`src/hdl/iir_pkg.sv`:
```
// shared types and constants for the direct form i iir filter
package iir_pkg;

  // fixed field widths
  localparam int SAMPLE_BITS     = 24;
  localparam int COEFF_BITS      = 32;
  localparam int COEFF_INT_BITS  = 4;
  localparam int COEFF_FRAC_BITS = COEFF_BITS - COEFF_INT_BITS;
  localparam int PROD_BITS       = SAMPLE_BITS + COEFF_BITS;
  localparam int ACC_BITS        = 64;
  localparam int COEFF_IDX_BITS  = 4;

  // default tap limits, handed to the top level parameters
  localparam int DEF_MAX_FORWARD_TAPS  = 16;
  localparam int DEF_MAX_FEEDBACK_TAPS = 16;

  // configuration port
  localparam int CFG_IDX_W  = 2;
  localparam int CFG_DATA_W = 5;
  localparam logic [CFG_IDX_W-1:0] CFG_FILTER_ENABLED     = 2'd0;
  localparam logic [CFG_IDX_W-1:0] CFG_FORWARD_TAP_COUNT  = 2'd1;
  localparam logic [CFG_IDX_W-1:0] CFG_FEEDBACK_TAP_COUNT = 2'd2;

  // request codes
  typedef enum logic [1:0] {
    REQ_SAMPLE = 2'd0,
    REQ_COEFF  = 2'd1,
    REQ_CLEAR  = 2'd2
  } req_type_t;

  localparam logic COEFF_BANK_FORWARD  = 1'b0;
  localparam logic COEFF_BANK_FEEDBACK = 1'b1;

  typedef struct packed {
    logic [1:0]                    req_type;
    logic signed [SAMPLE_BITS-1:0] in_sample;
    logic                          coeff_bank;
    logic [COEFF_IDX_BITS-1:0]     coeff_index;
    logic signed [COEFF_BITS-1:0]  coeff_value;
  } in_item_t;

  typedef struct packed {
    logic signed [SAMPLE_BITS-1:0] out_sample;
    logic                          saturated;
  } out_item_t;

  typedef enum logic [1:0] {
    ST_IDLE,
    ST_FWD,
    ST_FB,
    ST_DRAIN
  } fsm_state_t;

  // sequencer to multiply-accumulate unit
  typedef struct packed {
    logic clear;
    logic issue;
    logic subtract;
  } mac_ctrl_t;

endpackage

```
`src/hdl/iir_filter_direct_form1.sv`:
```
// top level of the direct form i iir filter with memory-held histories and coefficients
//
//   channel  direction  handshake             payload
//   in_      input      in_valid / in_stall   in_data   (iir_pkg::in_item_t)
//   out_     output     out_valid / out_stall out_data  (iir_pkg::out_item_t)
//   cfg_     input      cfg_we                cfg_index, cfg_wdata
//
// a sample beat occupies the block from accept through its nf forward taps, nb
//   feedback taps (nf, nb the clamped tap counts) and drain to the next accept; the one
//   shared multiplier takes one tap per cycle from the memory read ports
// with the filter disabled a sample skips the taps; coefficient and clear beats leave the input unstalled
// reset is synchronous: valid bits of all four memories, positions and registers
//   clear together, no sweep
// a result waits in the output register while the next beat is accepted; a sample
//   that finishes while that register is still stalled holds until it drains
module iir_filter_direct_form1 #(
  parameter int MAX_FORWARD_TAPS  = iir_pkg::DEF_MAX_FORWARD_TAPS,
  parameter int MAX_FEEDBACK_TAPS = iir_pkg::DEF_MAX_FEEDBACK_TAPS
) (
  input  logic                              clk,
  input  logic                              rst_n,
  input  logic                              in_valid,
  output logic                              in_stall,
  input  iir_pkg::in_item_t                 in_data,
  output logic                              out_valid,
  input  logic                              out_stall,
  output iir_pkg::out_item_t                out_data,
  input  logic                              cfg_we,
  input  logic [iir_pkg::CFG_IDX_W-1:0]     cfg_index,
  input  logic [iir_pkg::CFG_DATA_W-1:0]    cfg_wdata
);
  import iir_pkg::*;

  localparam int FIDX_W = (MAX_FORWARD_TAPS > 1) ? $clog2(MAX_FORWARD_TAPS) : 1;
  localparam int BIDX_W = (MAX_FEEDBACK_TAPS > 1) ? $clog2(MAX_FEEDBACK_TAPS) : 1;

  // sequencer state
  fsm_state_t state_r, state_nxt;

  // configuration registers
  logic                  en_r;
  logic [CFG_DATA_W-1:0] fcnt_r;
  logic [CFG_DATA_W-1:0] bcnt_r;

  // ring positions, current item positions, read pointers and tap counters
  logic [FIDX_W-1:0] ipos_r, ipos_nxt;
  logic [FIDX_W-1:0] icur_r, icur_nxt;
  logic [FIDX_W-1:0] fp_r, fp_nxt;
  logic [FIDX_W-1:0] fk_r, fk_nxt;
  logic [BIDX_W-1:0] opos_r, opos_nxt;
  logic [BIDX_W-1:0] ocur_r, ocur_nxt;
  logic [BIDX_W-1:0] bp_r, bp_nxt;
  logic [BIDX_W-1:0] bk_r, bk_nxt;
  logic signed [SAMPLE_BITS-1:0] x_r, x_nxt;

  // clamped tap counts
  logic [31:0]       nf32;
  logic [31:0]       nb32;
  logic [FIDX_W-1:0] nf_last;
  logic [BIDX_W-1:0] nb_last;
  logic [FIDX_W-1:0] ipos_eff;
  logic [BIDX_W-1:0] opos_eff;

  // beat decode
  logic in_acc;
  logic acc_sample;
  logic acc_coeff;
  logic acc_clear;
  logic ff_idx_ok;
  logic fb_idx_ok;

  // memory ports
  logic                   ih_we;
  logic [SAMPLE_BITS-1:0] ih_rdata;
  logic                   oh_we;
  logic [SAMPLE_BITS-1:0] oh_wdata;
  logic [SAMPLE_BITS-1:0] oh_rdata;
  logic                   ffc_we;
  logic [COEFF_BITS-1:0]  ffc_rdata;
  logic                   fbc_we;
  logic [COEFF_BITS-1:0]  fbc_rdata;

  // mac and output register
  mac_ctrl_t mac_ctrl;
  logic      mac_busy;
  out_item_t mac_res;
  logic      out_valid_r;
  out_item_t out_data_r;
  out_item_t out_item_nxt;
  logic      out_free;
  logic      out_load;
  logic      finish;

  // a count of zero acts as one, above the memory depth acts as the depth
  always_comb begin
    nf32 = 32'(fcnt_r);
    if (fcnt_r == '0) begin
      nf32 = 32'd1;
    end else if (32'(fcnt_r) > 32'(MAX_FORWARD_TAPS)) begin
      nf32 = 32'(MAX_FORWARD_TAPS);
    end
    nb32 = 32'(bcnt_r);
    if (bcnt_r == '0) begin
      nb32 = 32'd1;
    end else if (32'(bcnt_r) > 32'(MAX_FEEDBACK_TAPS)) begin
      nb32 = 32'(MAX_FEEDBACK_TAPS);
    end
  end

  assign nf_last = FIDX_W'(nf32 - 32'd1);
  assign nb_last = BIDX_W'(nb32 - 32'd1);

  // a position left beyond a shrunk ring restarts at zero
  assign ipos_eff = (32'(ipos_r) >= nf32) ? '0 : ipos_r;
  assign opos_eff = (32'(opos_r) >= nb32) ? '0 : opos_r;

  assign in_stall   = (state_r != ST_IDLE);
  assign in_acc     = in_valid && !in_stall;
  assign acc_sample = in_acc && (in_data.req_type == REQ_SAMPLE);
  assign acc_coeff  = in_acc && (in_data.req_type == REQ_COEFF);
  assign acc_clear  = in_acc && (in_data.req_type == REQ_CLEAR);
  assign ff_idx_ok  = 32'(in_data.coeff_index) < 32'(MAX_FORWARD_TAPS);
  assign fb_idx_ok  = 32'(in_data.coeff_index) < 32'(MAX_FEEDBACK_TAPS);

  // new sample lands in the input ring at accept, before any tap read
  assign ih_we  = acc_sample;
  assign ffc_we = acc_coeff && (in_data.coeff_bank == COEFF_BANK_FORWARD) && ff_idx_ok;
  assign fbc_we = acc_coeff && (in_data.coeff_bank == COEFF_BANK_FEEDBACK) && fb_idx_ok;

  assign out_free = !out_valid_r || !out_stall;
  assign finish   = (state_r == ST_DRAIN) && !mac_busy && out_free;

  // next state
  always_comb begin
    state_nxt = state_r;
    case (state_r)
      ST_IDLE: begin
        if (acc_sample) begin
          state_nxt = en_r ? ST_FWD : ST_DRAIN;
        end
      end
      ST_FWD: begin
        if (fk_r == nf_last) begin
          state_nxt = ST_FB;
        end
      end
      ST_FB: begin
        if (bk_r == nb_last) begin
          state_nxt = ST_DRAIN;
        end
      end
      ST_DRAIN: begin
        if (finish) begin
          state_nxt = ST_IDLE;
        end
      end
      default: begin
        state_nxt = ST_IDLE;
      end
    endcase
  end

  // sequencer outputs and datapath register updates
  always_comb begin
    mac_ctrl = '0;
    ipos_nxt = ipos_r;
    opos_nxt = opos_r;
    icur_nxt = icur_r;
    ocur_nxt = ocur_r;
    fp_nxt   = fp_r;
    fk_nxt   = fk_r;
    bp_nxt   = bp_r;
    bk_nxt   = bk_r;
    x_nxt    = x_r;
    oh_we    = 1'b0;
    out_load = 1'b0;
    case (state_r)
      ST_IDLE: begin
        if (acc_sample) begin
          mac_ctrl.clear = 1'b1;
          icur_nxt = ipos_eff;
          ocur_nxt = opos_eff;
          fp_nxt   = ipos_eff;
          fk_nxt   = '0;
          // feedback starts one slot behind the write position
          bp_nxt   = (opos_eff == '0) ? nb_last : (opos_eff - BIDX_W'(1));
          bk_nxt   = '0;
          x_nxt    = in_data.in_sample;
        end else if (acc_clear) begin
          ipos_nxt = '0;
          opos_nxt = '0;
        end
      end
      ST_FWD: begin
        mac_ctrl.issue = 1'b1;
        fp_nxt = (fp_r == '0) ? nf_last : (fp_r - FIDX_W'(1));
        fk_nxt = fk_r + FIDX_W'(1);
      end
      ST_FB: begin
        mac_ctrl.issue    = 1'b1;
        mac_ctrl.subtract = 1'b1;
        bp_nxt = (bp_r == '0) ? nb_last : (bp_r - BIDX_W'(1));
        bk_nxt = bk_r + BIDX_W'(1);
      end
      ST_DRAIN: begin
        if (finish) begin
          // output ring written only after every feedback read of this item
          oh_we    = 1'b1;
          out_load = 1'b1;
          ipos_nxt = (icur_r == nf_last) ? '0 : (icur_r + FIDX_W'(1));
          opos_nxt = (ocur_r == nb_last) ? '0 : (ocur_r + BIDX_W'(1));
        end
      end
      default: begin
        mac_ctrl = '0;
      end
    endcase
  end

  // disabled filter passes the sample through unclamped-by-design
  always_comb begin
    out_item_nxt = mac_res;
    if (!en_r) begin
      out_item_nxt.out_sample = x_r;
      out_item_nxt.saturated  = 1'b0;
    end
  end

  assign oh_wdata = out_item_nxt.out_sample;

  always_ff @(posedge clk) begin
    if (!rst_n) begin
      state_r <= ST_IDLE;
      ipos_r  <= '0;
      opos_r  <= '0;
    end else begin
      state_r <= state_nxt;
      ipos_r  <= ipos_nxt;
      opos_r  <= opos_nxt;
    end
  end

  always_ff @(posedge clk) begin
    icur_r <= icur_nxt;
    ocur_r <= ocur_nxt;
    fp_r   <= fp_nxt;
    fk_r   <= fk_nxt;
    bp_r   <= bp_nxt;
    bk_r   <= bk_nxt;
    x_r    <= x_nxt;
  end

  // configuration writes
  always_ff @(posedge clk) begin
    if (!rst_n) begin
      en_r   <= 1'b1;
      fcnt_r <= CFG_DATA_W'(1);
      bcnt_r <= CFG_DATA_W'(1);
    end else if (cfg_we) begin
      case (cfg_index)
        CFG_FILTER_ENABLED:     en_r   <= cfg_wdata[0];
        CFG_FORWARD_TAP_COUNT:  fcnt_r <= cfg_wdata;
        CFG_FEEDBACK_TAP_COUNT: bcnt_r <= cfg_wdata;
        default: begin
          en_r <= en_r;
        end
      endcase
    end
  end

  // output register
  always_ff @(posedge clk) begin
    if (!rst_n) begin
      out_valid_r <= 1'b0;
    end else if (out_load) begin
      out_valid_r <= 1'b1;
    end else if (!out_stall) begin
      out_valid_r <= 1'b0;
    end
  end

  always_ff @(posedge clk) begin
    if (out_load) begin
      out_data_r <= out_item_nxt;
    end
  end

  assign out_valid = out_valid_r;
  assign out_data  = out_data_r;

  // input history ring
  iir_vram #(
    .WIDTH (SAMPLE_BITS),
    .DEPTH (MAX_FORWARD_TAPS)
  ) u_in_hist (
    .clk   (clk),
    .rst_n (rst_n),
    .clear (acc_clear),
    .we    (ih_we),
    .waddr (ipos_eff),
    .wdata (in_data.in_sample),
    .raddr (fp_r),
    .rdata (ih_rdata)
  );

  // output history ring
  iir_vram #(
    .WIDTH (SAMPLE_BITS),
    .DEPTH (MAX_FEEDBACK_TAPS)
  ) u_out_hist (
    .clk   (clk),
    .rst_n (rst_n),
    .clear (acc_clear),
    .we    (oh_we),
    .waddr (ocur_r),
    .wdata (oh_wdata),
    .raddr (bp_r),
    .rdata (oh_rdata)
  );

  // feed-forward coefficients
  iir_vram #(
    .WIDTH (COEFF_BITS),
    .DEPTH (MAX_FORWARD_TAPS)
  ) u_ff_coef (
    .clk   (clk),
    .rst_n (rst_n),
    .clear (1'b0),
    .we    (ffc_we),
    .waddr (FIDX_W'(in_data.coeff_index)),
    .wdata (in_data.coeff_value),
    .raddr (fk_r),
    .rdata (ffc_rdata)
  );

  // feedback coefficients
  iir_vram #(
    .WIDTH (COEFF_BITS),
    .DEPTH (MAX_FEEDBACK_TAPS)
  ) u_fb_coef (
    .clk   (clk),
    .rst_n (rst_n),
    .clear (1'b0),
    .we    (fbc_we),
    .waddr (BIDX_W'(in_data.coeff_index)),
    .wdata (in_data.coeff_value),
    .raddr (bk_r),
    .rdata (fbc_rdata)
  );

  iir_mac u_mac (
    .clk   (clk),
    .rst_n (rst_n),
    .ctrl  (mac_ctrl),
    .fwd_x (ih_rdata),
    .fwd_c (ffc_rdata),
    .fb_y  (oh_rdata),
    .fb_c  (fbc_rdata),
    .busy  (mac_busy),
    .res   (mac_res)
  );

endmodule

```
`src/hdl/iir_vram.sv`:
```
// synchronous memory with per-entry valid bits, invalid entries read as zero
module iir_vram #(
  parameter int WIDTH = iir_pkg::SAMPLE_BITS,
  parameter int DEPTH = iir_pkg::DEF_MAX_FORWARD_TAPS
) (
  input  logic                                   clk,
  input  logic                                   rst_n,
  input  logic                                   clear,
  input  logic                                   we,
  input  logic [((DEPTH > 1) ? $clog2(DEPTH) : 1)-1:0] waddr,
  input  logic [WIDTH-1:0]                       wdata,
  input  logic [((DEPTH > 1) ? $clog2(DEPTH) : 1)-1:0] raddr,
  output logic [WIDTH-1:0]                       rdata
);
  localparam int AW = (DEPTH > 1) ? $clog2(DEPTH) : 1;

  logic [WIDTH-1:0] mem [DEPTH];
  logic [DEPTH-1:0] vld_r;
  logic [WIDTH-1:0] rd_data_r;
  logic             rd_vld_r;
  logic [AW-1:0]    unused_aw;

  assign unused_aw = raddr;

  always_ff @(posedge clk) begin
    if (we) begin
      mem[waddr] <= wdata;
    end
    rd_data_r <= mem[raddr];
  end

  always_ff @(posedge clk) begin
    if (!rst_n || clear) begin
      vld_r <= '0;
    end else if (we) begin
      vld_r[waddr] <= 1'b1;
    end
  end

  always_ff @(posedge clk) begin
    if (!rst_n) begin
      rd_vld_r <= 1'b0;
    end else begin
      rd_vld_r <= vld_r[unused_aw];
    end
  end

  assign rdata = rd_vld_r ? rd_data_r : '0;

endmodule

```
`src/hdl/iir_mac.sv`:
```
// shared multiply-accumulate unit with output scaling and saturation
module iir_mac (
  input  logic                                    clk,
  input  logic                                    rst_n,
  input  iir_pkg::mac_ctrl_t                      ctrl,
  input  logic signed [iir_pkg::SAMPLE_BITS-1:0]  fwd_x,
  input  logic signed [iir_pkg::COEFF_BITS-1:0]   fwd_c,
  input  logic signed [iir_pkg::SAMPLE_BITS-1:0]  fb_y,
  input  logic signed [iir_pkg::COEFF_BITS-1:0]   fb_c,
  output logic                                    busy,
  output iir_pkg::out_item_t                      res
);
  import iir_pkg::*;

  logic                          iss_d_r;
  logic                          sel_fb_r;
  logic signed [SAMPLE_BITS-1:0] op_x;
  logic signed [COEFF_BITS-1:0]  op_c;
  logic signed [PROD_BITS-1:0]   prod_r;
  logic                          prod_v_r;
  logic                          prod_sub_r;
  logic signed [ACC_BITS-1:0]    prod_ext;
  logic signed [ACC_BITS-1:0]    acc_r;
  logic signed [ACC_BITS-1:0]    acc_sh;
  logic [ACC_BITS-SAMPLE_BITS:0] top_bits;
  logic                          fits;

  // tags follow the memory read latency
  always_ff @(posedge clk) begin
    if (!rst_n) begin
      iss_d_r  <= 1'b0;
      prod_v_r <= 1'b0;
    end else begin
      iss_d_r  <= ctrl.issue;
      prod_v_r <= iss_d_r;
    end
  end

  always_ff @(posedge clk) begin
    sel_fb_r   <= ctrl.subtract;
    prod_sub_r <= sel_fb_r;
    prod_r     <= op_x * op_c;
  end

  assign op_x     = sel_fb_r ? fb_y : fwd_x;
  assign op_c     = sel_fb_r ? fb_c : fwd_c;
  assign prod_ext = ACC_BITS'(prod_r);

  always_ff @(posedge clk) begin
    if (ctrl.clear) begin
      acc_r <= '0;
    end else if (prod_v_r) begin
      acc_r <= prod_sub_r ? (acc_r - prod_ext) : (acc_r + prod_ext);
    end
  end

  assign busy = iss_d_r | prod_v_r;

  // back to q1.23 by flooring shift, then clamp
  assign acc_sh   = acc_r >>> COEFF_FRAC_BITS;
  assign top_bits = acc_sh[ACC_BITS-1:SAMPLE_BITS-1];
  assign fits     = (&top_bits) | ~(|top_bits);

  always_comb begin
    res.saturated  = ~fits;
    res.out_sample = acc_sh[SAMPLE_BITS-1:0];
    if (!fits) begin
      res.out_sample = acc_sh[ACC_BITS-1] ? {1'b1, {(SAMPLE_BITS-1){1'b0}}}
                                          : {1'b0, {(SAMPLE_BITS-1){1'b1}}};
    end
  end

endmodule

```
`config.mk`:
```
export PLATFORM = sky130hd
export DESIGN_NAME = iir_filter_direct_form1
export DESIGN_NICKNAME = d
export VERILOG_FILES = /design/src/hdl/iir_pkg.sv /design/src/hdl/iir_filter_direct_form1.sv /design/src/hdl/iir_vram.sv /design/src/hdl/iir_mac.sv
export SDC_FILE = /design/constraint.sdc
export NUM_CORES = 2
export LEC_CHECK = 0
export ABC_AREA = 1
export BUFFER_PORTS_ARGS = -buffer_cell sky130_fd_sc_hd__buf_2
export CAP_MARGIN = 5
export CORE_MARGIN = 2
export CORE_UTILIZATION = 35
export DETAILED_ROUTE_END_ITERATION = 7
export PLACE_DENSITY = 0.57
export SETUP_SLACK_MARGIN = 0.5
export SYNTH_ARGS = -nofsm -noshare
export SYNTH_HDL_FRONTEND = slang
export SYNTH_SLANG_ARGS = --single-unit
```
`constraint.sdc`:
```
create_clock -name clk -period 15.8 [get_ports clk]
set_clock_uncertainty 0.1 [all_clocks]
set_input_delay 3.16 -clock clk [delete_from_list [all_inputs] [get_ports clk]]
set_output_delay 3.16 -clock clk [all_outputs]
set_load 0.1 [all_outputs]
```
==> metrics.yaml <==
place:
  port_buffers: 101
  dp_cells: 15100
  gp_congestion: 0.981
  post-place-ws_ns: 6.82
  place.detailed.hpwl_um: 241000
route:
  drc: 0
  drtIter0Drc: 7903
  viasPerCell: 5.27
  firstDrtPassIters: 6
  via_count: 81900
  ant_nets: 0
  wl_per_cell_um: 23.8
  wirelength_um: 369000
synth:
  synthMuxAreaShare_pct: 0
  yosys.area_share.simple_pct: 12.7
  synth_top_family_by_area: "adder cells"
  syn-num-nets: 12100
  netlist_top_cells_area: "edfxtp_1 48%, fa_1 13%, nor2_1 5.9%"
  synthXorXnorAreaFrac_pct: 1.14
  ys_seq_elements: 2191
  synth_adder_area_share_pct: 16.1
  postSynthAreaPerCell_um2: 10.6
  synth-compound-area-share_pct: 10.1
  yosysMostFrequentCell: "edfxtp_1"
  yosysTopAreaCell: "edfxtp_1"
  syn_area_um2: 116000
  synth.distinct_cells: 48
  ys.warnings.count: 0
  syn_inst: 11000
  synth_edf_count: 1865
  synthFlopType: "edfxtp_1"
  yosysSeqAreaShare_pct: 53.7
  synth.top_cells.by_count: "1865 x edfxtp_1, 1823 x nor2_1, 1429 x nand2_1"
  async_flop_share_pct: 0
  yosysTopAreaCellShare_pct: 48.1
timing:
  slew_headroom_pct: 4.34
  rsz0062_at_grt: "no"
  drv_slew: 0
  fin_crit_ns: 8.98
  setup-violations-final: 0
  worstMarginPinSlew_ns: 1.43
  final_hold_viol_count: 0
  fin_ws_ns: 6.82
  fin_crit_sh_pct: 56.8
  fmax_mhz: 111
  fin_tns_setup_ns: 0
global_routing:
  grt_pass1_vias: 80100
  grt.total_usage_pct: 21.5
  grtUsageMet2_pct: 35.2
  met3_usage_pct: 2.61
  antenna_found_initial: 44
  busiest_layer: "met2"
  grt_max_degree: 199
  gr-total-overflow: 0
  grt_pass1_wl_um: 542000
  grt.met1_usage_pct: 29.4
die:
  die_area_um2: 337000
  die_y_um: 581
  ios: 102
  initial_core_util_pct: 35.2
  fp.dieW_um: 581
  num_rows: 211
  core-area_um2: 331000
clock_tree:
  cts_hold_buf: 0
  clk_latency_ns: 0.93
  clkSinkCount: 2191
  cts_tree: "yes"
  path_clk_slew_ns: 0.06
  cts_resized: 0
  cts_made_buffers: 230
  clockBufferDepth: 4
  h-tree-depth: 4
  post-cts-setup-buffer-count: 0
  root_buffer: "clkbuf_16"
setup_path:
  crit-reg2reg-capture: "u_mac.prod_r[46]$_DFF_P_"
  reg2reg_depth: 31
  cp_max_fo: 25
  startpoint: "u_mac.sel_fb_r$_DFF_P_"
  r2r_setup_slack_ns: 6.82
  crit_path_frequent_cell: "inv_1"
  worstSetupEndpointType: "flop"
  cpPeakStageDelay_ns: 0.91
  crit_path_start_kind: "flop"
  crit_required_ns: 16.50
  worstSetupPathType: "reg -> reg"
  crit_end: "u_mac.prod_r[46]$_DFF_P_"
  timing.rr.start: "u_mac.sel_fb_r$_DFF_P_"
  cp_data_arrival_time_ns: 9.67
  crit_slowest_cell: "a22oi_1"
final_layout:
  nNetsFinal: 12100
  final_cells: 15600
  drive_gt1_share_pct: 6.87
  area_growth_pct: 11.7
  fillers: 32300
power_and_ir_drop:
  leakagePower_nw: 49.7
  power_density_nw_per_um2: 149
  worst_ir_drop_vdd_mv: 0.147
min_path:
  hold_depth: 2
  hold_path.class: "reg -> reg"
status:
  outcome: "finished clean"
run:
  drv_cap: 0
layout by cell type, fill, tap and decap left out, types with 27 or more instances in the layout:
master,Yosys,routed
nor3_1,43,42
inv_1,1376,1366
buf_4,4,202
edfxtp_1,1865,1865
clkbuf_8,0,28
o22ai_1,120,120
clkbuf_1,475,59
nand2_1,1429,1429
buf_2,40,101
o211ai_1,114,114
o21ai_0,1014,1012
xor2_1,121,121
nor2_1,1823,1762
xnor2_1,31,31
a22oi_1,45,35
o221ai_1,296,296
nor2_4,4,65
clkinv_1,11,35
nand4_1,72,72
clkinv_2,0,37
fa_1,784,784
nand3_1,318,318
a21oi_1,256,252
clkbuf_16,0,237
dfxtp_1,326,325
ha_1,239,239
o21bai_1,27,27
worst min path at each step:
stage,from,slack [ns],end
2_1_floorplan,u_mac.sel_fb_r$_DFF_P_,0.26,u_mac.prod_sub_r$_DFF_P_
5_1_grt,u_mac.iss_d_r$_SDFF_PN0_,0.36,u_mac.prod_v_r$_SDFF_PN0_
4_1_cts,u_mac.iss_d_r$_SDFF_PN0_,0.32,u_mac.prod_v_r$_SDFF_PN0_
6_report,u_mac.iss_d_r$_SDFF_PN0_,0.32,u_mac.prod_v_r$_SDFF_PN0_
3_3_place_gp,u_mac.iss_d_r$_SDFF_PN0_,0.31,u_mac.prod_v_r$_SDFF_PN0_
3_5_place_dp,u_mac.iss_d_r$_SDFF_PN0_,0.31,u_mac.prod_v_r$_SDFF_PN0_
per-stage QoR:
step | total power, mW | hold WS, ns | instance area (um^2) | utilization [%]
after global routing | 20.3 | 0.359 | 130000 | 39.3
final | 19.3 | 0.319 | 130000 | 39.3
after global placement | 13.9 | 0.307 | 122000 | 37.0
after floorplan | 11.4 | 0.264 | 116000 | -
after CTS | 19.3 | 0.321 | 130000 | 39.3
after detailed placement | 13.9 | 0.310 | 122000 | 37.0
critical path, delay by kind of cell (launching register included):
kind	cells	cell delay [ns]
simple gates	9	1.66
compound gates	2	0.98
buf+inv	12	1.76
fa+ha+maj	8	3.93
flops	1	0.45
routing by layer:
layer,wire (um),up-vias
met5,97,-
met4,12600,16
met3,24000,654
met2,175000,2991
met1,157000,41300
li1,-,36900
power by group:
group / internal (mW) / total, mW / switching, mW
clock network: 3.09 / 5.41 / 2.32
logic: 2.02 / 6.96 / 4.94
registers: 6.67 / 6.95 / 0.280
total: 11.8 / 19.3 / 7.54
area by class of cell:
type	instances	area, um^2	area share [%]
Clock buffer	324	6540	5.03
Tap cell	4366	5460	4.20
Antenna cell	16	40.0	0.0308
Sequential cell	2191	62500	48.1
Multi-Input combinational cell	6855	47100	36.2
Timing Repair Buffer	307	2110	1.62
Inverter	1390	5250	4.04
Clock inverter	104	983	0.757
logic make-up after synthesis:
kind of cell | count (synthesis)
AND/OR/NAND/NOR | 3726
flip-flops | 2191
AO/OA/AOI/OAI | 1954
buffers and inverters | 1939
adder cells (fa/ha/maj) | 1023
XOR/XNOR | 152
state kept, by name, indices dropped and copies added (netlist names), 25 cells and up:
name                 flops
u_ff_coef.mem          512
u_fb_coef.mem          512
u_mac.acc_r             64
u_out_hist.mem         384
u_in_hist.mem          384
out_data                25
u_ff_coef.rd_data_r     32
u_mac.prod_r            56
u_fb_coef.rd_data_r     32
Power figures use the tool's default switching activity.
